<file path="src/rtl/rsl_pkg.sv">
// Shared types, constants and register codes of the tachometer shift light bar.
// No dependencies; every other file of the block imports this package.
package rsl_pkg;

   localparam int PIXEL_COUNT = 15;
   localparam int PIX_W       = $clog2(PIXEL_COUNT);
   localparam int RPM_W       = 16;
   localparam int LEVEL_W     = 8;
   localparam int STAGE_W     = 4;
   localparam int MODE_W      = 2;
   // thresholds reach down to -14 * 65535, so 21 bits signed plus margin
   localparam int THR_W       = 22;
   localparam int CSR_INDEX_W = 3;
   localparam int CSR_DATA_W  = 16;
   localparam int QUEUE_DEPTH = 2;

   // stage layout of the quantised modes
   localparam int SIDE_STAGE_TOP  = 9;
   localparam int SIDE_BASE_K     = SIDE_STAGE_TOP - 1;
   localparam int SHORT_STAGE_TOP = 4;
   localparam int SHORT_BASE_K    = SHORT_STAGE_TOP - 1;
   localparam logic [STAGE_W-1:0] LIT_ALL_BLUE = STAGE_W'(SIDE_STAGE_TOP);
   localparam logic [STAGE_W-1:0] LIT_SHORT_1  = STAGE_W'(3);
   localparam logic [STAGE_W-1:0] LIT_SHORT_2  = STAGE_W'(6);
   localparam logic [STAGE_W-1:0] LIT_SHORT_3  = STAGE_W'(8);

   // colour bands
   localparam int BAR_GREEN_LAST   = 9;
   localparam int BAR_YELLOW_LAST  = 12;
   localparam int SIDE_GREEN_LAST  = 2;
   localparam int SIDE_YELLOW_LAST = 5;

   typedef enum logic [MODE_W-1:0] {
      MODE_LEFT_RIGHT  = 2'd0,
      MODE_SIDE_FILL   = 2'd1,
      MODE_SIDE_SHORT  = 2'd2,
      MODE_SHIFT_LIGHT = 2'd3
   } mode_type;

   typedef enum logic [CSR_INDEX_W-1:0] {
      CSR_SHIFT_RPM        = 3'd0,
      CSR_STEP_RPM         = 3'd1,
      CSR_DISPLAY_MODE     = 3'd2,
      CSR_GREEN_LEVEL      = 3'd3,
      CSR_YELLOW_RED_LEVEL = 3'd4,
      CSR_RED_LEVEL        = 3'd5,
      CSR_BLUE_LEVEL       = 3'd6
   } csr_index_type;

   typedef struct packed {
      logic [RPM_W-1:0]   shift_rpm;
      logic [RPM_W-1:0]   step_rpm;
      mode_type           display_mode;
      logic [LEVEL_W-1:0] green_level;
      logic [LEVEL_W-1:0] yellow_red_level;
      logic [LEVEL_W-1:0] red_level;
      logic [LEVEL_W-1:0] blue_level;
   } cfg_type;

   // one frame order handed from the front to the back
   typedef struct packed {
      logic                   bar_mode;  // left to right: use mask
      logic [PIXEL_COUNT-1:0] mask;
      logic [STAGE_W-1:0]     lit;       // pixels lit from each end, 9 = all blue
      logic [STAGE_W-1:0]     stage;
   } entry_type;

   typedef struct packed {
      logic [PIX_W-1:0]   index;
      logic [LEVEL_W-1:0] red;
      logic [LEVEL_W-1:0] green;
      logic [LEVEL_W-1:0] blue;
      logic [STAGE_W-1:0] stage;
      logic               last;
   } pixel_type;

endpackage

</file>
<file path="src/rtl/rpm_shift_light_bar.sv">
// Tachometer bar graph and shift light for a 15 pixel strip.
// A sample that produces a frame is written into the frame queue when accepted; a frame
// is 15 pixel transactions, and the back end emits one pixel per cycle while pop is high;
// samples that produce no frame are accepted whenever the queue has room.
// Reset (synchronous, active high): registers to defaults, shown stage 0, queue empty.
// Depends on rsl_pkg, rsl_front, rsl_queue and rsl_back.
module rpm_shift_light_bar (
   input  logic                             clock,
   input  logic                             reset,
   // sample channel
   input  logic                             push,
   output logic                             full,
   input  logic [rsl_pkg::RPM_W-1:0]        req_rpm,
   // pixel channel
   output logic                             empty,
   input  logic                             pop,
   output logic [rsl_pkg::PIX_W-1:0]        rsp_pixel_index,
   output logic [rsl_pkg::LEVEL_W-1:0]      rsp_red,
   output logic [rsl_pkg::LEVEL_W-1:0]      rsp_green,
   output logic [rsl_pkg::LEVEL_W-1:0]      rsp_blue,
   output logic [rsl_pkg::STAGE_W-1:0]      rsp_stage,
   output logic                             rsp_last_pixel,
   // register write port
   input  logic                             csr_we,
   input  logic [rsl_pkg::CSR_INDEX_W-1:0]  csr_index,
   input  logic [rsl_pkg::CSR_DATA_W-1:0]   csr_data
);
   import rsl_pkg::*;

   cfg_type   cfg_ff, cfg_in;
   entry_type front_entry;
   entry_type head;
   logic      accept;
   logic      emit;
   logic      frame_done;
   pixel_type pixel;

   // Register file: take a write whenever the enable is high, drop unknown indexes.
   always_comb begin
      cfg_in = cfg_ff;
      if (csr_we) begin
         case (csr_index)
            CSR_SHIFT_RPM:        cfg_in.shift_rpm        = csr_data;
            CSR_STEP_RPM:         cfg_in.step_rpm         = csr_data;
            CSR_DISPLAY_MODE:     cfg_in.display_mode     = mode_type'(csr_data[MODE_W-1:0]);
            CSR_GREEN_LEVEL:      cfg_in.green_level      = csr_data[LEVEL_W-1:0];
            CSR_YELLOW_RED_LEVEL: cfg_in.yellow_red_level = csr_data[LEVEL_W-1:0];
            CSR_RED_LEVEL:        cfg_in.red_level        = csr_data[LEVEL_W-1:0];
            CSR_BLUE_LEVEL:       cfg_in.blue_level       = csr_data[LEVEL_W-1:0];
            default:              cfg_in = cfg_ff;
         endcase
      end
   end

   always_ff @(posedge clock) begin
      if (reset) begin
         cfg_ff.shift_rpm        <= RPM_W'(5500);
         cfg_ff.step_rpm         <= RPM_W'(300);
         cfg_ff.display_mode     <= MODE_SIDE_FILL;
         cfg_ff.green_level      <= '1;
         cfg_ff.yellow_red_level <= '1;
         cfg_ff.red_level        <= '1;
         cfg_ff.blue_level       <= '1;
      end else begin
         cfg_ff <= cfg_in;
      end
   end

   // A sample is taken whenever the queue has room; it queues a frame only if one is due.
   assign accept = push && !full;

   rsl_front u_front (
      .clock  (clock),
      .reset  (reset),
      .cfg    (cfg_ff),
      .rpm    (req_rpm),
      .accept (accept),
      .emit   (emit),
      .entry  (front_entry)
   );

   // Hold pending frames here so the front keeps taking samples while a frame drains.
   rsl_queue u_queue (
      .clock      (clock),
      .reset      (reset),
      .push       (accept && emit),
      .push_entry (front_entry),
      .pop        (frame_done),
      .head       (head),
      .full       (full),
      .empty      (empty)
   );

   // Advance one pixel per pixel transaction; retire the frame after its last pixel.
   rsl_back u_back (
      .clock      (clock),
      .reset      (reset),
      .cfg        (cfg_ff),
      .head       (head),
      .head_valid (!empty),
      .pop        (pop),
      .pixel      (pixel),
      .frame_done (frame_done)
   );

   assign rsp_pixel_index = pixel.index;
   assign rsp_red         = pixel.red;
   assign rsp_green       = pixel.green;
   assign rsp_blue        = pixel.blue;
   assign rsp_stage       = pixel.stage;
   assign rsp_last_pixel  = pixel.last;

   // Within a frame, every pixel transaction but the last is followed by the next pixel.
   a_frame_continues: assert property (@(posedge clock) disable iff (reset)
      (!empty && pop && !rsp_last_pixel) |=>
         (!empty && rsp_pixel_index == $past(rsp_pixel_index) + PIX_W'(1)))
      else $error("frame broke off before its last pixel");

   // A left to right sample always queues a frame.
   a_bar_emits: assert property (@(posedge clock) disable iff (reset)
      (push && !full && cfg_ff.display_mode == MODE_LEFT_RIGHT) |=> !empty)
      else $error("left to right sample produced no frame");

   // The last pixel flag marks exactly the final pixel position.
   a_last_flag: assert property (@(posedge clock) disable iff (reset)
      !empty |-> (rsp_last_pixel == (rsp_pixel_index == PIX_W'(PIXEL_COUNT-1))))
      else $error("last pixel flag out of step with pixel index");

endmodule

</file>
<file path="src/rtl/rsl_front.sv">
// Front end: compares a speed sample against the bar thresholds and builds a frame order.
// Holds the shown stage register. Depends on rsl_pkg.
module rsl_front (
   input  logic                             clock,
   input  logic                             reset,
   input  rsl_pkg::cfg_type                 cfg,
   input  logic [rsl_pkg::RPM_W-1:0]        rpm,
   input  logic                             accept,
   output logic                             emit,
   output rsl_pkg::entry_type               entry
);
   import rsl_pkg::*;

   logic signed [THR_W-1:0] rpm_s;
   logic signed [THR_W-1:0] thr [PIXEL_COUNT];
   logic [PIXEL_COUNT-1:0]  gt;
   logic [PIXEL_COUNT-1:0]  lt;
   logic [STAGE_W-1:0]      stage;
   logic [STAGE_W-1:0]      lit;
   logic [STAGE_W-1:0]      shown_stage_ff;
   logic [STAGE_W-1:0]      shown_stage_in;

   // thresholds T(k) = shift - k * step, each against the sample in parallel
   always_comb begin
      rpm_s = signed'({{(THR_W-RPM_W){1'b0}}, rpm});
      for (int k = 0; k < PIXEL_COUNT; k++) begin
         thr[k] = signed'(THR_W'(cfg.shift_rpm))
                - signed'(THR_W'(cfg.step_rpm) * THR_W'(k));
         gt[k]  = rpm_s > thr[k];
         lt[k]  = rpm_s < thr[k];
      end
   end

   always_comb begin
      stage = '0;
      lit   = '0;
      case (cfg.display_mode)
         MODE_SIDE_FILL: begin
            if (gt[SIDE_BASE_K]) begin
               stage = STAGE_W'(SIDE_STAGE_TOP);
               for (int s = SIDE_BASE_K; s >= 1; s--) begin
                  if (lt[SIDE_BASE_K-s]) stage = STAGE_W'(s);
               end
            end
            lit = stage;
         end
         MODE_SIDE_SHORT: begin
            if (gt[SHORT_BASE_K]) begin
               stage = STAGE_W'(SHORT_STAGE_TOP);
               for (int s = SHORT_BASE_K; s >= 1; s--) begin
                  if (lt[SHORT_BASE_K-s]) stage = STAGE_W'(s);
               end
            end
            case (stage)
               STAGE_W'(1): lit = LIT_SHORT_1;
               STAGE_W'(2): lit = LIT_SHORT_2;
               STAGE_W'(3): lit = LIT_SHORT_3;
               STAGE_W'(SHORT_STAGE_TOP): lit = LIT_ALL_BLUE;
               default: lit = '0;
            endcase
         end
         MODE_SHIFT_LIGHT: begin
            stage = STAGE_W'(gt[0]);
            lit   = gt[0] ? LIT_ALL_BLUE : '0;
         end
         default: begin
            stage = '0;
            lit   = '0;
         end
      endcase
   end

   always_comb begin
      emit           = (cfg.display_mode == MODE_LEFT_RIGHT) || (stage != shown_stage_ff);
      shown_stage_in = shown_stage_ff;
      if (accept && cfg.display_mode != MODE_LEFT_RIGHT) shown_stage_in = stage;
      entry.bar_mode = cfg.display_mode == MODE_LEFT_RIGHT;
      for (int i = 0; i < PIXEL_COUNT; i++) entry.mask[i] = gt[PIXEL_COUNT-1-i];
      entry.lit      = lit;
      entry.stage    = stage;
   end

   always_ff @(posedge clock) begin
      if (reset) begin
         shown_stage_ff <= '0;
      end else begin
         shown_stage_ff <= shown_stage_in;
      end
   end

endmodule

</file>
<file path="src/rtl/rsl_queue.sv">
// Short queue of frame orders between the front and the back.
// Depends on rsl_pkg for the entry type and depth.
module rsl_queue (
   input  logic               clock,
   input  logic               reset,
   input  logic               push,
   input  rsl_pkg::entry_type push_entry,
   input  logic               pop,
   output rsl_pkg::entry_type head,
   output logic               full,
   output logic               empty
);
   import rsl_pkg::*;

   localparam int PTR_W = $clog2(QUEUE_DEPTH);
   localparam int CNT_W = $clog2(QUEUE_DEPTH + 1);

   entry_type        slot_ff [QUEUE_DEPTH];
   logic [PTR_W-1:0] wr_ptr_ff, wr_ptr_in;
   logic [PTR_W-1:0] rd_ptr_ff, rd_ptr_in;
   logic [CNT_W-1:0] count_ff, count_in;
   logic             do_push, do_pop;

   always_comb begin
      full      = count_ff == CNT_W'(QUEUE_DEPTH);
      empty     = count_ff == '0;
      do_push   = push && !full;
      do_pop    = pop && !empty;
      head      = slot_ff[rd_ptr_ff];
      wr_ptr_in = wr_ptr_ff;
      rd_ptr_in = rd_ptr_ff;
      if (do_push) begin
         wr_ptr_in = (wr_ptr_ff == PTR_W'(QUEUE_DEPTH-1)) ? '0 : wr_ptr_ff + PTR_W'(1);
      end
      if (do_pop) begin
         rd_ptr_in = (rd_ptr_ff == PTR_W'(QUEUE_DEPTH-1)) ? '0 : rd_ptr_ff + PTR_W'(1);
      end
      count_in = count_ff + CNT_W'(do_push) - CNT_W'(do_pop);
   end

   always_ff @(posedge clock) begin
      if (reset) begin
         wr_ptr_ff <= '0;
         rd_ptr_ff <= '0;
         count_ff  <= '0;
      end else begin
         wr_ptr_ff <= wr_ptr_in;
         rd_ptr_ff <= rd_ptr_in;
         count_ff  <= count_in;
      end
   end

   always_ff @(posedge clock) begin
      if (do_push) slot_ff[wr_ptr_ff] <= push_entry;
   end

endmodule

</file>
<file path="src/rtl/rsl_back.sv">
// Back end: walks the frame at the queue head one pixel per transaction.
// Depends on rsl_pkg for the entry, pixel and configuration types.
module rsl_back (
   input  logic               clock,
   input  logic               reset,
   input  rsl_pkg::cfg_type   cfg,
   input  rsl_pkg::entry_type head,
   input  logic               head_valid,
   input  logic               pop,
   output rsl_pkg::pixel_type pixel,
   output logic               frame_done
);
   import rsl_pkg::*;

   logic [PIX_W-1:0] pix_ff, pix_in;
   logic [PIX_W-1:0] end_gap;
   logic             last;

   always_comb begin
      last       = pix_ff == PIX_W'(PIXEL_COUNT-1);
      frame_done = head_valid && pop && last;
      pix_in     = pix_ff;
      if (head_valid && pop) pix_in = last ? '0 : pix_ff + PIX_W'(1);

      end_gap = (pix_ff < PIX_W'(PIXEL_COUNT-1) - pix_ff) ? pix_ff
              : PIX_W'(PIXEL_COUNT-1) - pix_ff;

      pixel.index = pix_ff;
      pixel.stage = head.stage;
      pixel.last  = last;
      pixel.red   = '0;
      pixel.green = '0;
      pixel.blue  = '0;
      if (head.bar_mode) begin
         if (head.mask[pix_ff]) begin
            if (pix_ff <= PIX_W'(BAR_GREEN_LAST)) begin
               pixel.green = cfg.green_level;
            end else if (pix_ff <= PIX_W'(BAR_YELLOW_LAST)) begin
               pixel.red   = cfg.yellow_red_level;
               pixel.green = cfg.green_level;
            end else begin
               pixel.red   = cfg.red_level;
            end
         end
      end else if (head.lit >= LIT_ALL_BLUE) begin
         pixel.blue = cfg.blue_level;
      end else if (STAGE_W'(end_gap) < head.lit) begin
         if (end_gap <= PIX_W'(SIDE_GREEN_LAST)) begin
            pixel.green = cfg.green_level;
         end else if (end_gap <= PIX_W'(SIDE_YELLOW_LAST)) begin
            pixel.red   = cfg.yellow_red_level;
            pixel.green = cfg.green_level;
         end else begin
            pixel.red   = cfg.red_level;
         end
      end
   end

   always_ff @(posedge clock) begin
      if (reset) begin
         pix_ff <= '0;
      end else begin
         pix_ff <= pix_in;
      end
   end

endmodule

</file>
<file path="config.mk">
export PLATFORM = sky130hd
export DESIGN_NAME = rpm_shift_light_bar
export DESIGN_NICKNAME = d
export VERILOG_FILES = /design/src/rtl/rsl_pkg.sv /design/src/rtl/rpm_shift_light_bar.sv /design/src/rtl/rsl_front.sv /design/src/rtl/rsl_queue.sv /design/src/rtl/rsl_back.sv
export SDC_FILE = /design/constraint.sdc
export NUM_CORES = 1
export LEC_CHECK = 0
export BUFFER_PORTS_ARGS = -buffer_cell sky130_fd_sc_hd__buf_2
export CAP_MARGIN = 0
export CORE_MARGIN = 3
export CORE_UTILIZATION = 33
export CTS_CLUSTER_SIZE = 30
export DETAILED_ROUTE_END_ITERATION = 10
export PLACE_DENSITY_LB_ADDON = 0.08
export SLEW_MARGIN = 10
export SYNTH_ARGS = -nofsm -noshare
export SYNTH_HDL_FRONTEND = slang
export SYNTH_SLANG_ARGS = --single-unit
</file>
<file path="constraint.sdc">
create_clock -name clock -period 8.2 [get_ports clock]
set_clock_uncertainty 0.1 [all_clocks]
set_input_delay 0.41 -clock clock [delete_from_list [all_inputs] [get_ports clock]]
set_output_delay 0.41 -clock clock [all_outputs]
set_load 0.03 [all_outputs]
</file>
# Word-level counts from Yosys, hierarchy flattened
# Memories as Yosys holds them, arrays and structs flattened. A register that Yosys moved wholly into a read port is not among the register bits.
# Cells that the tools add are included.
# op_classes
n_mul	10
n_lt_le_gt_ge	31
reduce_logical	21
n_eq_ne	16
n_addsub	20
n_mux	42
# op_table
cell	n
$gt A17 B22 Y1	14
$lt A17 B22 Y1	7
$sub A16 B20 Y21	6
$mux W8	10
$sub A16 B19 Y20	4
$mul A16 B3 Y19 const B	4
$mux W16	4
$mul A16 B4 Y20 const B	3
$mul A16 B2 Y18 const B	3
$mux W4	13
$sub A16 B18 Y19	2
$pmux W4 S3	2
$sub A16 B17 Y18	1
$sub A16 B16 Y17	1
$gt A16 B16 Y1	1
$lt A16 B16 Y1	1
$pmux W4 S4	1
$reduce_and A2 Y1	7
$eq A3 B3 Y1 const B	3
$mux W3	3
$eq A4 B2 Y1 const B	2
$le A4 B4 Y1 const B	2
$lt A4 B4 Y1	2
$mux W1	8
other kinds (24)	36
# word_totals
in_bits	40
mem_bits_rw	48
reg_bits	78
n_memories	1
# memory_table
memory	depth	word_bits	rd	rd_clocked_by_memory_dff	wr	line_no	source
u_queue.slot_ff	2	24	1	1	1	rsl_queue.sv:18	entry_type slot_ff [QUEUE_DEPTH];

# Logic depth before layout (Yosys ltp)
# Gate-level depths: netlist of run 1.
# depth
depth_word	17
depth_mapped	33

# Cells and area by module
# A second synthesis of run 1 with hierarchy kept.
# hier_totals
hier_cells	3059
hier_area_um2	26723.1
# by_module_without_submodules
module	cells_per_inst	area_each_um2	n_inst
rsl_front	2583	21122.8	1
rpm_shift_light_bar	253	2626.3	1
rsl_queue	102	1965.6	1
rsl_back	121	1008.5	1

# Worst setup path after synthesis of run 1
# No wires, ideal clock.
# synth_timing
path_type	register to register
from	register cfg_ff[35] in the netlist's numbering
to	memory u_queue.slot_ff[0][0] in the netlist's numbering, enable pin
arrival_time_ns	6.738
path_stages_with_launch	28
n_path_buf	0
required_time_ns	7.742
path_slack_ns	1.004
path_cell_list	dfxtp_1 inv_1 ha_1 inv_1 ha_1 nor2b_1 o31ai_1 a21oi_1 maj3_1 maj3_1 o211ai_1 nand2_1 maj3_1 maj3_1 a21oi_1 nor2_1 xnor2_1 ha_1 a21oi_1 nand3b_1 o21ai_0 nor2_1 a22o_1 o311a_2 o32ai_4 xnor2_1 a31oi_4 and2_2
# synth_rtl
element	line_no	source
start: declaration	rpm_shift_light_bar.sv:30	cfg_type cfg_ff, cfg_in;
start signal: assignment	rpm_shift_light_bar.sv:65	cfg_ff <= cfg_in;
end: declaration	rsl_queue.sv:18	

# Worst setup path after layout of run 1
# layout_timing
from	register cfg_ff[37] in the netlist's numbering
to	register u_queue.count_ff[1]
# layout_between
elab_chain_len	17
# layout_lines
element	line_no	source
parallel branches: the longest is 10 deep, another holds $lt A17 B22 Y1	-	
$pmux W4 S3 (*)	rsl_front.sv:37	case (cfg.display_mode)
$ne A4 B4 Y1 (*)	rsl_front.sv:74	emit = (cfg.display_mode == MODE_LEFT_RIGHT) || (stage != shown_stage_ff);
$logic_or A1 B1 Y1 (*)	rsl_front.sv:74	
$logic_and A1 B1 Y1 (*)	rpm_shift_light_bar.sv:86	.push (accept && emit),
$logic_and A1 B1 Y1 (*)	rsl_queue.sv:27	do_push = push && !full;
$add A2 B1 Y2 (*)	rsl_queue.sv:38	count_in = count_ff + CNT_W'(do_push) - CNT_W'(do_pop);
$sub A2 B1 Y2 (*)	rsl_queue.sv:38	
end signal: assignment	rsl_queue.sv:49	count_ff <= count_in;
end: declaration	rsl_queue.sv:21	logic [CNT_W-1:0] count_ff, count_in;
# Every way passes the cells marked *. The select of a mux whose other input is x is not followed.
# A chain may end at the register's enable or synchronous reset.

==> reports/results.ini, run 1 <==
[run_status]
status=finished, final reports clean

[route]
vias=23698
post_drt_wl_per_cell_um=24.0
final_antenna_net_count=0
vias_per_cell=5.57
drc=0
wl_um=102000
dr.pass1.iters=5
first_iter_violations=1405

[yosys]
synth-simple-area-share_pct=14.5
syn_area_um2=26100
synth_top_area_share_pct=26.8
ys_ff_latch=127
synth_top_flop_cell=dfxtp_1
yosys-top-cells-area=ha_1 27%, fa_1 9.8%, dfxtp_1 6.1%
synthXorXnorAreaFrac_pct=7.70
synthMuxAreaShare_pct=1.93
synth_seq_area_share_pct=11.6
synth_cells=3073
synth_top_family_by_area=adder cells
synth_top_area_cell=ha_1
synth_cell_types=95
ys_async_sr_fraction_pct=0
yosysWarningCount=0
syn-num-nets=3798
synth-edff-count=48
synth_compound_area_share_pct=21.9
syn_area_per_cell_um2=8.49
yosys.area_share.adder_pct=37.2

[worst_setup_path]
cp_max_fo=10
crit_family=compound AO/OA/AOI/OAI gates
start_kind=register
critPathMaxStageDelay_ps=700
cp.arrival_ps=8020
path_buf_inv=1
setup.worst_path.class=reg -> reg
worstPathRequired_ps=8410
crit_path_end_kind=register
slowest_stage=dfxtp_1

[final_layout]
final.fill_count=8054
multiInputGateArea_um2=21700
fin_util_pct=36.9
register_area_um2=3030
areaGrowthSynthToFinish_pct=10.2
drive_gt1_share_pct=8.16
insertedDiodeCount=0
final_cell_area_um2=28700
nets=3924

[cts]
cts.sinks=127
cts_made_buffers=17
clock_latency_ps=460
clockRootBuffer=clkbuf_16
cts_tree=yes
path_clk_slew_ps=70
cts_buffer_depth=2
cts_setup_buffers=0
htree_levels=4

[floorplan]
die_width_um=287
num_rows=102
die_height_um=287
core_region_area_um2=77800
ioPinCount=75
die-area_um2=82400
start_util_pct=33.5

[global_routing]
busiest_layer=met2
met3_usage_pct=1.91
met2_usage_pct=43.9
grtUsageMet1_pct=31.8
grt_use_total_pct=24.6
grt_pass1_vias=24151
antenna_found_initial=4
grt_max_degree=54
grt_pass1_wl_um=151000
overflow=0

[power_and_ir_drop]
ir_worst_vdd_uv=137
powerDensity_nw_per_um2=165
p_leak_nw=13.1

[sta]
layout_min_cycle_time_ps=7810
tightest_slew_ps=1070
setup_tns_ps=0
whs_ps=115
slew_violations=0
timing.slew.headroom_pct=27.9
fmax_ghz=0.128
finalSetupViolCount=0
hold_viol=0
final.period_utilization_pct=95.2
rsz0062_at_grt=false

[placement]
hpwl_um=85400
postPlaceCellArea_um2=28200
gp_congestion=0.916
numPortBuffers=74

[min_path]
holdCritPathClass=in -> reg

[run]
cap_violations=0

-- per-stage QoR --
stage / std cells / setup WS [ps] / power (mW)
4_1_cts: 4252 / 168 / 4.79
3_3_place_gp: 4220 / 217 / 3.94
6_report: 4252 / 390 / 4.75
2_1_floorplan: 3073 / 1000 / 3.03
3_5_place_dp: 4220 / 205 / 3.98
5_1_grt: 4252 / 20.0 / 5.14
-- cell usage in the layout, fill, tap and decap left out, drive strengths merged, types with 48 or more instances in the layout --
cell,n
ha,558
inv,321
a21oi,233
nand2,233
o21ai,164
buf,152
nor2,144
xnor2,137
fa,127
a21o,116
xor2,87
dfxtp,79
o21a,58
nor3,57
nand2b,53
nand3,49
edfxtp,48
-- power breakdown --
part,switching [mW],total (mW),internal (mW)
Sequential,0.0423,0.829,0.787
Combinational,1.88,3.14,1.26
Clock,0.358,0.786,0.428
Total,2.28,4.75,2.48
-- worst paths after layout --
path / depth (start not counted) / start / slack, ps / endpoint
worst max-delay path: 30 / cfg_ff[37] / 390 / u_queue.count_ff[1]
worst max register to register: 30 / cfg_ff[37] / 390 / u_queue.count_ff[1]
worst min-delay path: 3 / csr_data[13] / 110 / cfg_ff[63]
worst min register to register: 2 / cfg_ff[25] / 360 / cfg_ff[25]
-- final cells by class --
cell class	count	area share (%)
clock inverters	15	0.522
flip-flops and latches	127	10.5
clock buffers	17	1.48
inverters	312	4.08
repair buffers	152	3.33
well taps	1040	4.53
multi-input cells	2589	75.5
-- cell families after synthesis --
group           after synthesis
compound gates              859
flops                       127
mux                          39
xor+xnor                    225
simple gates                764
fa+ha+maj                   702
buf+inv                     357
-- registers in the layout (all words and copies together) (netlist names), named ones only --
name / cells
cfg_ff: 66
u_queue.slot_ff: 48
u_back.pix_ff: 4
u_front.shown_stage_ff: 4
u_queue.count_ff: 2
u_queue.rd_ptr_ff: 1
u_queue.wr_ptr_ff: 1
-- what timing repair did --
item	4_1_cts	5_1_grt
hold buffers	0	0
gates resized for setup	0	4
setup endpoints to repair	0	51
-- synth_stat cells (48+ instances only) --
| master | instances |
|---|---|
| nand2b_1 | 53 |
| nand2_1 | 233 |
| nand3_1 | 49 |
| fa_1 | 127 |
| nor2_1 | 144 |
| dfxtp_1 | 79 |
| o21ai_0 | 158 |
| a21oi_1 | 233 |
| a21o_1 | 115 |
| edfxtp_1 | 48 |
| o21a_1 | 58 |
| xnor2_1 | 136 |
| ha_1 | 558 |
| xor2_1 | 85 |
| inv_1 | 311 |
| nor3_1 | 57 |
-- worst reg2reg max path, delay by kind of cell, from the launching register on --
family          cells  cell delay, ps
simple gates        9            1790
xor+xnor            3             450
flops               1             700
buf+inv             1              50
compound gates     12            2560
fa+ha+maj           5            2030
-- metal layers --
metal,vias up,share of wire (%)
li1,11358,-
met2,542,49
met1,11695,45
met4,2,2.6
met3,101,3.4
met5,-,0.011
No activity file was read; power rests on OpenSTA's default activity.
==> inputs of run 2 (changes only) <==
BUFFER_PORTS_ARGS = unset   (was -buffer_cell sky130_fd_sc_hd__buf_2)
DONT_BUFFER_PORTS = 1   (was unset)
REMOVE_ABC_BUFFERS = 1   (was unset)
==> run 2 against run 1 <==
  * Maximum frequency rose by 2.0%
  * Utilization fell by 0.24 points
  * Via count fell by 0.91%
  * Highest routed layer is now met4
  * Critical path type unchanged
  * Global-route usage rose by 0.28 points
  * Register-to-register slack improved by 160 ps
  * Total power fell by 1.2%
  * Combinational power fell by 2%
  * Setup slack improved by 160 ps
==> reports/results.ini, run 2 (synthesis gave the netlist of run 1 again) <==
[min_path]
holdCritPathClass=in -> reg

[run_status]
status=finished, final reports clean

[cts]
htree_levels=4
holdBufCountCts=18
path_clk_slew_ps=80
clock_latency_ps=480
cts_setup_buffers=0
cts_tree=yes
cts.repair.resized=0
cts_buffer_depth=2
cts_made_buffers=17
cts.sinks=127
clockRootBuffer=clkbuf_16

[power_and_ir_drop]
p_leak_nw=12.9
ir_worst_vdd_uv=163
powerDensity_nw_per_um2=164

[sta]
tightest_slew_ps=1140
slew_violations=0
layout_min_cycle_time_ps=7650
fmax_ghz=0.131
final.period_utilization_pct=93.4
rsz0062_at_grt=false
timing.slew.headroom_pct=23.1
finalSetupViolCount=0
hold_viol=0
setup_tns_ps=0

[global_routing]
antenna_found_initial=8
overflow=0
grt_pass1_vias=24139
grt_use_total_pct=24.9
grt_pass1_wl_um=152000
grt_max_degree=51

[worst_setup_path]
cp.arrival_ps=7720
crit_top_cell=maj3_1
start_kind=register
slowest_stage=dfxtp_1
cp_max_fo=21
critPathMaxStageDelay_ps=650
crit_family=adder cells
worstPathRequired_ps=8270
path_buf_inv=3
crit_path_end_kind=register
setup.worst_path.class=reg -> reg

[route]
dr.pass1.iters=5
post_drt_wl_per_cell_um=24.5
drc=0
vias_per_cell=5.60
wl_um=103000
vias=23483
first_iter_violations=1438
final_antenna_net_count=0

[final_layout]
final_cell_mix=558 x ha_1, 311 x inv_1, 233 x a21oi_1, 233 x nand2_1, 158 x o21ai_0
largest_reg_flops=66
top_register=cfg_ff
areaGrowthSynthToFinish_pct=9.49
layout_top_registers=cfg_ff x66, u_queue.slot_ff x48
nets=3860
final_common_cell=ha_1
final_cell_area_um2=28500
drive_gt1_share_pct=5.75

[placement]
gp_congestion=0.897
numPortBuffers=0
hpwl_um=84000
postPlaceCellArea_um2=27800

[run]
cap_violations=0

[floorplan]
die_width_um=287
die_height_um=287
core_region_area_um2=77800
start_util_pct=33.5
die-area_um2=82400
ioPinCount=75
num_rows=102

-- run 2: final timing paths --
path	start	to	slack, ps	depth (start not counted)
worst min register to register	cfg_ff[2]	cfg_ff[2]	370	2
worst max register to register	cfg_ff[34]	u_queue.slot_ff[0][14]	550	28
worst min-delay path	csr_data[1]	cfg_ff[51]	30	2
worst max-delay path	cfg_ff[34]	u_queue.slot_ff[0][14]	550	28
-- run 2: stage by stage --
stage	utilization, %	setup slack (ps)	power, mW	hold WS (ps)	cells
finish	36.7	545	4.70	28.2	4191
floorplan	-	1000	3.02	332	3028
global route	36.7	46.8	5.08	29.0	4190
global placement	35.7	740	3.84	344	4138
detailed placement	35.7	593	3.88	356	4138
CTS	36.7	547	4.73	10.7	4188
-- run 2: power breakdown --
group	total (mW)	internal (mW)	switching, mW
registers	0.823	0.786	0.0367
logic	3.08	1.24	1.84
clock network	0.792	0.444	0.349
-- run 2: layout make-up --
class | count | area, um^2
fill | 8078 | 49300
antenna | 3 | 7.51
inverter | 312 | 1170
sequential | 127 | 3020
clock inverter | 13 | 126
timing repair buffer | 88 | 748
clock buffer | 19 | 458
multi-input combinational | 2589 | 21700
tap | 1040 | 1300
-- run 2: metal layers --
layer	wire length, um	track usage, %
met1	46200	32.1
met2	48800	43.0
met3	4200	2.87
met4	3670	8.21
met5	0	0
